## src/hdl/gtces_pkg.sv

```systemverilog
// ----------------------------------------------------------------------------
// Grid tile sorter package
// Shared widths, codes, the compare-exchange network table and the color
// wheel used by the grid tile compare-exchange sorter.
// ----------------------------------------------------------------------------
package gtces_pkg;

   localparam int MAX_PIXELS  = 4096;
   localparam int ADDR_W      = $clog2(MAX_PIXELS);
   localparam int POS_W       = ADDR_W + 1;
   localparam int HUE_W       = 13;
   localparam int DIM_W       = 7;
   localparam int MODE_W      = 3;
   localparam int STEP_W      = 3;
   localparam int CHANCE_W    = 2;
   localparam int CNT_W       = 14;
   localparam int FRAME_W     = 16;
   localparam int THIRD_W     = FRAME_W - 1;
   localparam int CSR_IDX_W   = 2;
   localparam int REM_STEPS   = POS_W;
   localparam int REM_CNT_W   = $clog2(REM_STEPS + 1);
   localparam int COLOR_W     = 8;
   localparam int SECTOR_W    = HUE_W - COLOR_W;

   localparam logic [DIM_W-1:0]   DIM_MIN      = 7'd2;
   localparam logic [DIM_W-1:0]   DIM_MAX      = 7'd64;
   localparam logic [DIM_W-1:0]   DIM_RESET    = 7'd64;
   localparam logic [DIM_W-1:0]   BORING_RESET = 7'd8;
   localparam logic [CNT_W-1:0]   CNT_MAX      = '1;
   localparam logic [FRAME_W-1:0] FRAME_MAX    = '1;
   localparam logic [COLOR_W-1:0] WHEEL_MAX    = '1;
   localparam int                 PCT_SCALE    = 100;
   // frame / 3 == (frame * THIRD_RECIP) >> THIRD_SHIFT for any 16-bit frame
   localparam int                 THIRD_RECIP  = 43691;
   localparam int                 THIRD_SHIFT  = 17;
   localparam int                 WHEEL_SECTORS = 6;

   typedef enum logic [1:0] {
      ACT_LOAD = 2'd0,
      ACT_SORT = 2'd1,
      ACT_FEND = 2'd2,
      ACT_READ = 2'd3
   } action_type;

   localparam logic [CSR_IDX_W-1:0] CSR_GRID_WIDTH  = 2'd0;
   localparam logic [CSR_IDX_W-1:0] CSR_GRID_HEIGHT = 2'd1;
   localparam logic [CSR_IDX_W-1:0] CSR_START_MODE  = 2'd2;
   localparam logic [CSR_IDX_W-1:0] CSR_BORING_PCT  = 2'd3;

   localparam logic [MODE_W-1:0] MODE_0 = 3'd0;
   localparam logic [MODE_W-1:0] MODE_1 = 3'd1;
   localparam logic [MODE_W-1:0] MODE_2 = 3'd2;
   localparam logic [MODE_W-1:0] MODE_3 = 3'd3;
   localparam logic [MODE_W-1:0] MODE_4 = 3'd4;

   // tile corners: A = p, B = p+1, C = p+W, D = p+W+1
   typedef enum logic [1:0] {
      CORNER_A = 2'd0,
      CORNER_B = 2'd1,
      CORNER_C = 2'd2,
      CORNER_D = 2'd3
   } corner_type;

   typedef struct packed {
      corner_type x;
      corner_type y;
      logic       last;
   } xop_type;

   typedef struct packed {
      logic             done;
      logic [DIM_W-1:0] rem;
   } rem_result_type;

   typedef struct packed {
      logic [COLOR_W-1:0] r;
      logic [COLOR_W-1:0] g;
      logic [COLOR_W-1:0] b;
   } rgb_type;

   // Exchange number idx of the network in the given mode; (x,y) swaps when x < y.
   function automatic xop_type net_op(logic [MODE_W-1:0] mode, logic [1:0] idx);
      xop_type op;
      unique case (mode)
         MODE_1: begin
            unique case (idx)
               2'd0:    op = '{CORNER_D, CORNER_A, 1'b0};
               2'd1:    op = '{CORNER_C, CORNER_B, 1'b0};
               default: op = '{CORNER_D, CORNER_C, 1'b1};
            endcase
         end
         MODE_2: begin
            unique case (idx)
               2'd0:    op = '{CORNER_A, CORNER_D, 1'b0};
               default: op = '{CORNER_A, CORNER_C, 1'b1};
            endcase
         end
         MODE_3: begin
            unique case (idx)
               2'd0:    op = '{CORNER_D, CORNER_A, 1'b0};
               default: op = '{CORNER_D, CORNER_C, 1'b1};
            endcase
         end
         MODE_4: begin
            unique case (idx)
               2'd0:    op = '{CORNER_C, CORNER_B, 1'b0};
               2'd1:    op = '{CORNER_A, CORNER_D, 1'b0};
               default: op = '{CORNER_D, CORNER_A, 1'b1};
            endcase
         end
         default: begin
            unique case (idx)
               2'd0:    op = '{CORNER_A, CORNER_D, 1'b0};
               2'd1:    op = '{CORNER_C, CORNER_B, 1'b0};
               default: op = '{CORNER_A, CORNER_C, 1'b1};
            endcase
         end
      endcase
      return op;
   endfunction

   function automatic rgb_type wheel(logic [HUE_W-1:0] h);
      logic [SECTOR_W-1:0] sec;
      logic [COLOR_W-1:0]  v;
      rgb_type             c;
      sec = h[HUE_W-1:COLOR_W];
      v   = h[COLOR_W-1:0];
      // reduce the sector modulo six by compare and subtract
      if (sec >= SECTOR_W'(4 * WHEEL_SECTORS)) sec = sec - SECTOR_W'(4 * WHEEL_SECTORS);
      if (sec >= SECTOR_W'(2 * WHEEL_SECTORS)) sec = sec - SECTOR_W'(2 * WHEEL_SECTORS);
      if (sec >= SECTOR_W'(WHEEL_SECTORS))     sec = sec - SECTOR_W'(WHEEL_SECTORS);
      unique case (sec)
         SECTOR_W'(0): c = '{WHEEL_MAX, v, '0};
         SECTOR_W'(1): c = '{WHEEL_MAX - v, WHEEL_MAX, '0};
         SECTOR_W'(2): c = '{'0, WHEEL_MAX, v};
         SECTOR_W'(3): c = '{'0, WHEEL_MAX - v, WHEEL_MAX};
         SECTOR_W'(4): c = '{v, '0, WHEEL_MAX};
         default:      c = '{WHEEL_MAX, '0, WHEEL_MAX - v};
      endcase
      return c;
   endfunction

endpackage

```

## src/hdl/gtces_rem.sv

```systemverilog
// ----------------------------------------------------------------------------
// Walk position remainder unit
// Restoring shift-subtract remainder of the walk position by the grid
// width, one quotient bit per cycle.
// ----------------------------------------------------------------------------
module gtces_rem (
   input  logic                            clock,
   input  logic                            reset,
   input  logic                            start,
   input  logic [gtces_pkg::POS_W-1:0]     dividend,
   input  logic [gtces_pkg::DIM_W-1:0]     divisor,
   output gtces_pkg::rem_result_type       result
);

   logic [gtces_pkg::POS_W-1:0]     dvd_ff, dvd_in;
   logic [gtces_pkg::DIM_W-1:0]     dsr_ff, dsr_in;
   logic [gtces_pkg::DIM_W-1:0]     rem_ff, rem_in;
   logic [gtces_pkg::REM_CNT_W-1:0] cnt_ff, cnt_in;
   logic                            run_ff, run_in;
   logic                            done_ff, done_in;
   logic [gtces_pkg::DIM_W-1:0]     trial;

   // remainder stays below the divisor (at most 64), so one bit shifts in clean
   assign trial = {rem_ff[gtces_pkg::DIM_W-2:0], dvd_ff[gtces_pkg::POS_W-1]};

   always_comb begin
      dvd_in  = dvd_ff;
      dsr_in  = dsr_ff;
      rem_in  = rem_ff;
      cnt_in  = cnt_ff;
      run_in  = run_ff;
      done_in = 1'b0;
      if (start) begin
         dvd_in = dividend;
         dsr_in = divisor;
         rem_in = '0;
         cnt_in = gtces_pkg::REM_CNT_W'(gtces_pkg::REM_STEPS);
         run_in = 1'b1;
      end else if (run_ff) begin
         rem_in = (trial >= dsr_ff) ? trial - dsr_ff : trial;
         dvd_in = dvd_ff << 1;
         cnt_in = cnt_ff - 1'b1;
         if (cnt_ff == gtces_pkg::REM_CNT_W'(1)) begin
            run_in  = 1'b0;
            done_in = 1'b1;
         end
      end
   end

   always_ff @(posedge clock) begin
      if (reset) begin
         cnt_ff  <= '0;
         run_ff  <= 1'b0;
         done_ff <= 1'b0;
      end else begin
         cnt_ff  <= cnt_in;
         run_ff  <= run_in;
         done_ff <= done_in;
      end
   end

   always_ff @(posedge clock) begin
      dvd_ff <= dvd_in;
      dsr_ff <= dsr_in;
      rem_ff <= rem_in;
   end

   assign result.done = done_ff;
   assign result.rem  = rem_ff;

endmodule

```

## config.mk

```make
export PLATFORM = sky130hd
export DESIGN_NAME = gtces_rem
export DESIGN_NICKNAME = d
export VERILOG_FILES = /design/src/hdl/gtces_pkg.sv /design/src/hdl/gtces_rem.sv
export SDC_FILE = /design/constraint.sdc
export NUM_CORES = 1
export LEC_CHECK = 0
export BUFFER_PORTS_ARGS = -buffer_cell sky130_fd_sc_hd__buf_2
export CAP_MARGIN = 10
export CORE_ASPECT_RATIO = 1.2
export CORE_UTILIZATION = 45
export CTS_CLUSTER_SIZE = 28
export DETAILED_ROUTE_END_ITERATION = 16
export PLACE_DENSITY_LB_ADDON = 0.08
export SLEW_MARGIN = 15
export SYNTH_ARGS = -nofsm -noshare
export SYNTH_HDL_FRONTEND = slang
export SYNTH_SLANG_ARGS = --single-unit
export TNS_END_PERCENT = 10
```

## constraint.sdc

```tcl
create_clock -name clock -period 5.4 [get_ports clock]
set_clock_uncertainty 0.1 [all_clocks]
set_input_delay 1.35 -clock clock [delete_from_list [all_inputs] [get_ports clock]]
set_output_delay 1.35 -clock clock [all_outputs]
set_load 0.01 [all_outputs]
```

Word level (Yosys, flattened, before mapping). Cells that the tools add are included.

Add/sub/neg operators: 2. Bitwise operators: 1. $lt $le $gt $ge: 1. Reduce and logical (&&, ||, !) cells: 3. Mux-type cells: 9. Equal/unequal tests: 1.

Operators by type and width (count): $mux W13 (2); $mux W4 (2); $ge A7 B7 Y1 (1); $mux W7 (1); $sub A7 B7 Y7 (1); $eq A4 B1 Y1 const B (1); $mux W1 (4); $sub A4 B1 Y4 const B (1); $reduce_or A3 Y1 (1); $reduce_bool A2 Y1 (1); $reduce_or A2 Y1 (1); $not A1 Y1 (1).

Output and inout port bits: 8. Word-level logic and storage cells: 24. Register bits after elaboration: 33. Input port bits: 23.

Depth between registers and ports, before layout. Gate-level depths: netlist of run 1.

Word-level depth: 4. Mapped depth: 8. Gate-level depth less buffers: 8.

Least setup slack after synthesis of run 1. Ideal clock, no wire load.

Kind: input to register. Start: input port start. End: register dvd_ff[0] (netlist bit), enable pin. Arrival time: 2.252 ns. Required time: 4.976 ns. Library setup time: 0.324 ns. Setup slack: 2.723 ns. Cell stages on the path: 3. Path through: clkbuf_1 clkbuf_1 or2_2.

Word-level cells in the longest chain between the ends: 1.

RTL lines: start, declared (line gtces_rem.sv:9) `input logic start,`; $reduce_bool A2 Y1 (no source line); end signal, assigned (line gtces_rem.sv:63) `dvd_ff <= dvd_in;`; end, declared (line gtces_rem.sv:15) `logic [gtces_pkg::POS_W-1:0] dvd_ff, dvd_in;`.

No other way between the ends. A chain may end at the register's enable or synchronous reset.

Worst setup path after layout of run 1.
Start: input port start. End: register dvd_ff[2] (netlist bit), enable pin.

Same word-level chain as after synthesis.

==> metrics.cfg, run 1 <==
[global_route]
grt_pass1_wl_um = 5130
grt_pass1_vias = 1200
grt_max_degree = 37
grt_usage = 0.172
grt_overflow = 0
antenna_found_initial = 0

[job]
drv_cap = 0

[synth]
syn_area_sq_mm = 0.00171
ys_seq_area_frac = 0.505
synth-simple-area-share = 0.141
syn_inst = 156
synth_top_family_by_area = simple AND/OR/NAND/NOR gates
synth_xor_area_frac = 0.0308
synth-main-ff-cell = edfxtp_1
syn_area_per_cell_sq_um = 10.9
synth_area_leaders = edfxtp_1, dfxtp_1, mux2_2
muxShareOfSynthArea = 0.103
synthTopCellsByCount = nor2_1, edfxtp_1, dfxtp_1
yosysTopAreaCell = edfxtp_1
synth_top_area_share = 0.352
yosys_warnings = 0
yosysMostFrequentCell = nor2_1
synth_edf_count = 20
synthAdderAreaFrac = 0.0778
syn_nets = 189
yosys.cell_types.count = 35
postSynth.asyncResetShare = 0
synth_compound_area_frac = 0.0990
ys_seq_elements = 33

[timing]
slew_violations = 0
finalHoldViolCount = 0
worst_hold_slack_ps = 400
setup_viol = 0
rsz0062_at_grt = no
final.min_clock_period_ps = 2460
period_share = 0.456
tns_ps = 0
worstMarginPinSlew_ps = 939
slew-limit-headroom = 0.374
max_freq_mhz = 407

[clock_network]
worstSkewPairLatency_ps = 280
ctsHoldBuffers = 0
clkTransAtPathRegs_ps = 60
postCtsResizedCells = 0
clock-sinks = 33
clockBufferDepth = 2
cts_inserted_buffers = 5
htree_levels = 2
cts_tree = done
cts_setup_buffers = 0
root_buffer = clkbuf_8

[route]
dr.pass1.iters = 10
post_drt_wl_per_cell_um = 12.8
first_iter_violations = 49
drt-total-wl_um = 3050
via_count = 1214
drc = 1
antenna_left = 0
drt-vias-per-instance = 5.08

[die]
die_h_um = 69.4
core-area_sq_mm = 0.00363
dieArea_sq_mm = 0.00404
num_rows = 24
die_w_um = 58.2
initial_core_util = 0.469
io_pins = 31

[placed_design]
port_buffers = 30
finalWeightedCongestion = 0.839
hpwl_um = 2270
placed_cell_area_sq_mm = 0.00189

[worst_setup_path]
cp.arrival_ps = 2310
critPathLaunch = start
critPathMaxStageDelay_ps = 520
r2r_cells = 6
critPathBufInv = 1
cp-start-kind = input port
slowest_stage = buf_2
critPathTopFamily = buffers and inverters
crit_chain = buf_2 -> or2_2
crit_type = in -> reg
cp-endpoint = dvd_ff[2]$_DFFE_PP_
worst-path-stages = 2
reg2reg_to = rem_ff[4]$_SDFFE_PP0P_
cp-end-kind = flop
rr_startpoint = rem_ff[1]$_SDFFE_PP0P_
crit_required_ps = 5250
cp_max_fo = 36
r2r_slack_ps = 3010

[pwr]
p_total_uw = 602
pwr-share-seq = 0.513
power.internal_uw = 440
worst_ir_drop_vdd_uv = 237
power.share.clock = 0.292
p_sw_uw = 162
p_leak_nw = 0.822
power_density_mw_per_mm2 = 306
netSwitchingFraction = 0.269
combPwrFrac = 0.194

[finish]
diodes = 0
layout-drive-gt1-share = 0.273
nFillCells = 344
nets = 219
fin_area_sq_mm = 0.00197
syn2layout_area_growth_pct = 15.6

[outcome]
failed_checks = design-rule violations
status = finished with violations

[worst_hold_path]
hold_path.class = reg -> reg

==> power by group through the flow <==
stage | sequential [mW] | combinational, mW | clock, mW
6_report | 0.309 | 0.117 | 0.176
5_1_grt | 0.312 | 0.133 | 0.196
4_1_cts | 0.309 | 0.118 | 0.182
3_5_place_dp | 0.314 | 0.118 | 0
3_3_place_gp | 0.314 | 0.113 | 0
2_1_floorplan | 0.310 | 0.0896 | 0
==> cells in the final DEF (no fill, tap or decap), types with 2 or more instances in the layout <==
| master | synthesis | layout |
|---|---|---|
| dfxtp_1 | 13 | 13 |
| o21ai_0 | 3 | 3 |
| nor2b_1 | 3 | 3 |
| xnor2_1 | 2 | 2 |
| edfxtp_1 | 20 | 20 |
| nor4b_1 | 2 | 2 |
| inv_1 | 11 | 11 |
| xor2_1 | 4 | 4 |
| or4b_1 | 2 | 2 |
| mux2_2 | 12 | 12 |
| nand2_1 | 9 | 9 |
| clkbuf_1 | 5 | 2 |
| clkbuf_8 | 0 | 5 |
| mux2i_1 | 4 | 4 |
| ha_1 | 9 | 9 |
| buf_2 | 0 | 30 |
| nor2_1 | 22 | 22 |
| nand2b_1 | 3 | 3 |
| a311oi_1 | 2 | 2 |
| a211oi_1 | 3 | 3 |
| a21oi_1 | 10 | 10 |
==> area by class of cell <==
| type | count | area, sq um | share of cell area |
|---|---|---|---|
| clock buffer | 7 | 76.3 | 0.0387 |
| clock inverter | 1 | 7.51 | 0.00381 |
| inverter | 11 | 41.3 | 0.0210 |
| multi-input combinational | 105 | 769 | 0.390 |
| sequential | 33 | 861 | 0.437 |
| tap | 52 | 65.1 | 0.0330 |
| timing repair buffer | 30 | 150 | 0.0762 |
==> logic make-up after synthesis <==
logic type,Yosys count
AND/OR/NAND/NOR,48
multiplexers,16
flip-flops,33
XOR/XNOR,6
adder cells (fa/ha/maj),10
buffers and inverters,18
AO/OA/AOI/OAI,25
==> sequential cells by signal, indices dropped and copies added (netlist names) <==
name and count:
dvd_ff 13, rem_ff 7, dsr_ff 7, cnt_ff 4, run_ff 1, done_ff 1
==> routing by layer <==
metal	track usage	vias to the layer above	share of wire
li1	-	615	-
met1	0.198	560	0.41
met5	0	-	0
met4	0.111	0	0.036
met3	0.0410	7	0.041
met2	0.281	32	0.51
==> stage by stage <==
stage                     utilization  worst slack (ps)  std cells
after floorplan                     -              2720        156
after global placement          0.519              2660        231
after detailed placement        0.519              2620        231
after CTS                       0.542              2930        239
after global routing            0.542              2780        239
final                           0.542              2940        239
==> worst min path at each step <==
stage	cells past startpoint	slack, ps	start	endpoint
floorplan	2	370	cnt_ff[1]$_SDFFE_PP0P_	cnt_ff[1]$_SDFFE_PP0P_
global placement	2	380	cnt_ff[1]$_SDFFE_PP0P_	cnt_ff[1]$_SDFFE_PP0P_
detailed placement	2	390	cnt_ff[1]$_SDFFE_PP0P_	cnt_ff[1]$_SDFFE_PP0P_
CTS	2	400	cnt_ff[1]$_SDFFE_PP0P_	cnt_ff[1]$_SDFFE_PP0P_
global route	2	430	cnt_ff[1]$_SDFFE_PP0P_	cnt_ff[1]$_SDFFE_PP0P_
finish	2	400	cnt_ff[1]$_SDFFE_PP0P_	cnt_ff[1]$_SDFFE_PP0P_
Note: power is estimated with default switching activity, not from simulation.
==> run 2: changes to the inputs <==
--- a/config.mk
+++ b/config.mk
@@ -5,6 +5,7 @@
 export SDC_FILE = /design/constraint.sdc
 export NUM_CORES = 1
 export LEC_CHECK = 0
+export ABC_AREA = 1
 export BUFFER_PORTS_ARGS = -buffer_cell sky130_fd_sc_hd__buf_2
 export CAP_MARGIN = 10
 export CORE_ASPECT_RATIO = 1.2
==> constraint.sdc (replaced) <==
create_clock -name clock -period 2.1 [get_ports clock]
set_clock_uncertainty 0.1 [all_clocks]
set_input_delay 0.525 -clock clock [delete_from_list [all_inputs] [get_ports clock]]
set_output_delay 0.525 -clock clock [all_outputs]
set_load 0.01 [all_outputs]
==> run 2 against run 1 <==
Against the previous run:
- the flow now finishes without violations
- highest routed layer unchanged
- critical path type is now reg -> reg
- register-to-register slack got worse by 2700 ps
- wire length up 12%
- flip-flop and latch count is the same
- final area rose by 9.9%
- sequential power grew 150%
- clock power grew to 3.2 times the previous value
- combinational power grew 120%
- first-iteration DRC count grew 6.1%
- via count is 20% higher
- core utilization rose by 0.72 points
- sequential share of layout area fell by 3.9 points
==> metrics.cfg, run 2 <==
[outcome]
status = finished, final reports clean

[synth]
ys_seq_area_frac = 0.466  ; -0.0383
synth-simple-area-share = 0.319  ; +0.178
yosysMostFrequentCell = nand2_1
postSynth.asyncResetShare = 0  ; unchanged
synth_area_leaders = edfxtp_1, nand2_1, dfxtp_1
synth_xor_area_frac = 0.00475  ; -0.0261
yosysTopAreaCell = edfxtp_1
syn_area_sq_mm = 0.00185  ; +8.2%
synth_top_family_by_area = simple AND/OR/NAND/NOR gates
syn_nets = 261  ; +38%
synth_compound_area_frac = 0.0407  ; -0.0584
synthTopCellsByCount = nand2_1, inv_1, edfxtp_1
syn_area_per_cell_sq_um = 8.09  ; -26%
synth-main-ff-cell = edfxtp_1
synth_edf_count = 20  ; unchanged
yosys_warnings = 0  ; unchanged
yosys.cell_types.count = 29  ; -17%
ys_seq_elements = 33  ; unchanged
synth_top_area_share = 0.325  ; -0.0267
syn_inst = 228  ; +46%
muxShareOfSynthArea = 0  ; -0.103
synthAdderAreaFrac = 0.0719  ; -0.00591

[timing]
worstMarginPinSlew_ps = 458  ; -480 ps
tns_ps = 0  ; unchanged
max_freq_mhz = 567
slew-limit-headroom = 0.694  ; +0.320
period_share = 0.841
slew_violations = 0  ; unchanged
finalHoldViolCount = 0  ; unchanged
setup_viol = 0  ; unchanged
final.min_clock_period_ps = 1770
rsz0062_at_grt = no

[die]
die_w_um = 60.5  ; +3.9%
core-area_sq_mm = 0.00394  ; +8.5%
io_pins = 31  ; unchanged
die_h_um = 72.2  ; +3.9%
num_rows = 25  ; +4.2%
initial_core_util = 0.468  ; -0.00110
dieArea_sq_mm = 0.00436  ; +8.0%

[worst_setup_path]
cp-end-kind = flop
crit_required_ps = 2170  ; -3080 ps
cp_max_fo = 3  ; -92%
crit_type = reg -> reg
cp-start-kind = flop
cp.arrival_ps = 1830  ; -480 ps

[placed_design]
finalWeightedCongestion = 0.843  ; +0.45%
hpwl_um = 2630  ; +16%
port_buffers = 30  ; unchanged
dp_cells = 310  ; +34%

[finish]
diodes = 0  ; unchanged
layout_common_cells = nand2_1, inv_1, buf_2
largest_reg_flops = 13  ; unchanged
final_cells = 318  ; +33%
final_common_cell = nand2_1
nets = 296  ; +35%
layout-drive-gt1-share = 0.208  ; -0.0644
syn2layout_area_growth_pct = 17.4
reg.largest.list = dvd_ff (13), dsr_ff (7), rem_ff (7)
regMostFlops = dvd_ff
nFillCells = 409  ; +19%

[route]
antenna_left = 0  ; unchanged
drt-vias-per-instance = 4.56  ; -10%
wl_met2_um = 1640  ; +6.1%
dr.max_layer_used = met4
via_count = 1451  ; +20%
dr.pass1.iters = 4  ; -6
drt-met1-wl_um = 1550  ; +23%
wl_met3_um = 128  ; +2.4%
drc = 0  ; -1
first_iter_violations = 52  ; +6.1%
post_drt_wl_per_cell_um = 10.7  ; -16%
drt-total-wl_um = 3410  ; +12%

[clock_network]
clock-sinks = 33  ; unchanged
clkTransAtPathRegs_ps = 60  ; about the same
clockBufferDepth = 2  ; unchanged
htree_levels = 2  ; unchanged
root_buffer = clkbuf_8
postCtsResizedCells = 0  ; unchanged
worstSkewPairLatency_ps = 280  ; about the same
ctsHoldBuffers = 0  ; unchanged
cts_setup_buffers = 0  ; unchanged
cts_inserted_buffers = 5  ; unchanged
cts_tree = done

[pwr]
p_total_mw = 1.59  ; +160%
power_density_mw_per_mm2 = 734  ; +140%
p_leak_nw = 1.11  ; +35%
worst_ir_drop_vdd_uv = 829  ; +250%

[global_route]
grt_pass1_wl_um = 5660  ; +10%
grt_pass1_vias = 1276  ; +6.3%
antenna_found_initial = 0  ; unchanged
grt_usage = 0.177  ; +0.00505
grt_overflow = 0  ; unchanged
grt_max_degree = 18  ; -51%

[job]
drv_cap = 0  ; unchanged

[worst_hold_path]
hold_path.class = in -> reg

-- run 2: report_power, final --
| group | leakage (nW) | switching (mW) | internal [mW] |
|---|---|---|---|
| registers | 0.308 | 0.0216 | 0.745 |
| clock network | 0.0528 | 0.215 | 0.350 |
| logic | 0.747 | 0.159 | 0.0988 |
| total | 1.11 | 0.396 | 1.19 |
-- run 2: final timing paths --
kind | from | endpoint | depth (start not counted) | slack (ps)
min | reset | cnt_ff[3]$_SDFFE_PP0P_ | 2 | 310
min reg2reg | rem_ff[6]$_SDFFE_PP0P_ | rem_ff[6]$_SDFFE_PP0P_ | 2 | 350
max | dvd_ff[12]$_DFFE_PP_ | rem_ff[4]$_SDFFE_PP0P_ | 9 | 330
max reg2reg | dvd_ff[12]$_DFFE_PP_ | rem_ff[4]$_SDFFE_PP0P_ | 9 | 330
-- run 2: final cells by class --
class | count | area (sq um) | share of cell area
inverter | 41 | 154 | 0.0711
clock inverter | 2 | 33.8 | 0.0156
multi-input combinational | 149 | 805 | 0.371
sequential | 33 | 861 | 0.397
timing repair buffer | 33 | 173 | 0.0797
clock buffer | 6 | 72.6 | 0.0335
tap | 54 | 67.6 | 0.0312
-- run 2: cell families after synthesis --
group / after synthesis
fa+ha+maj: 10
simple gates: 124
buf+inv: 46
flops: 33
xor+xnor: 1
compound gates: 14
-- run 2: through the flow --
stage | instance area, sq um | setup WS [ps] | util | hold slack [ps]
CTS | 2170 | 346 | 0.550 | 304
detailed placement | 2060 | 361 | 0.523 | 343
global route | 2170 | 164 | 0.550 | 308
floorplan | 1850 | 488 | - | 353
finish | 2170 | 335 | 0.550 | 313
global placement | 2060 | 364 | 0.523 | 347
-- run 2: routing by layer --
layer  global-route usage  vias to the layer above
li1                     -                      786
met1                0.225                      627
met2                0.284                       30
met3               0.0428                        8
met4               0.0783                        0
met5                    0                        -
-- run 2: critical path, stage by stage, from the launching register on --
cell and delay, ps:
edfxtp_1 320, inv_1 50, ha_1 230, fa_1 430, nor2_1 160, o21ai_0 100
nand2_1 80, nand2_1 60, nand3_1 60, o21ai_1 70
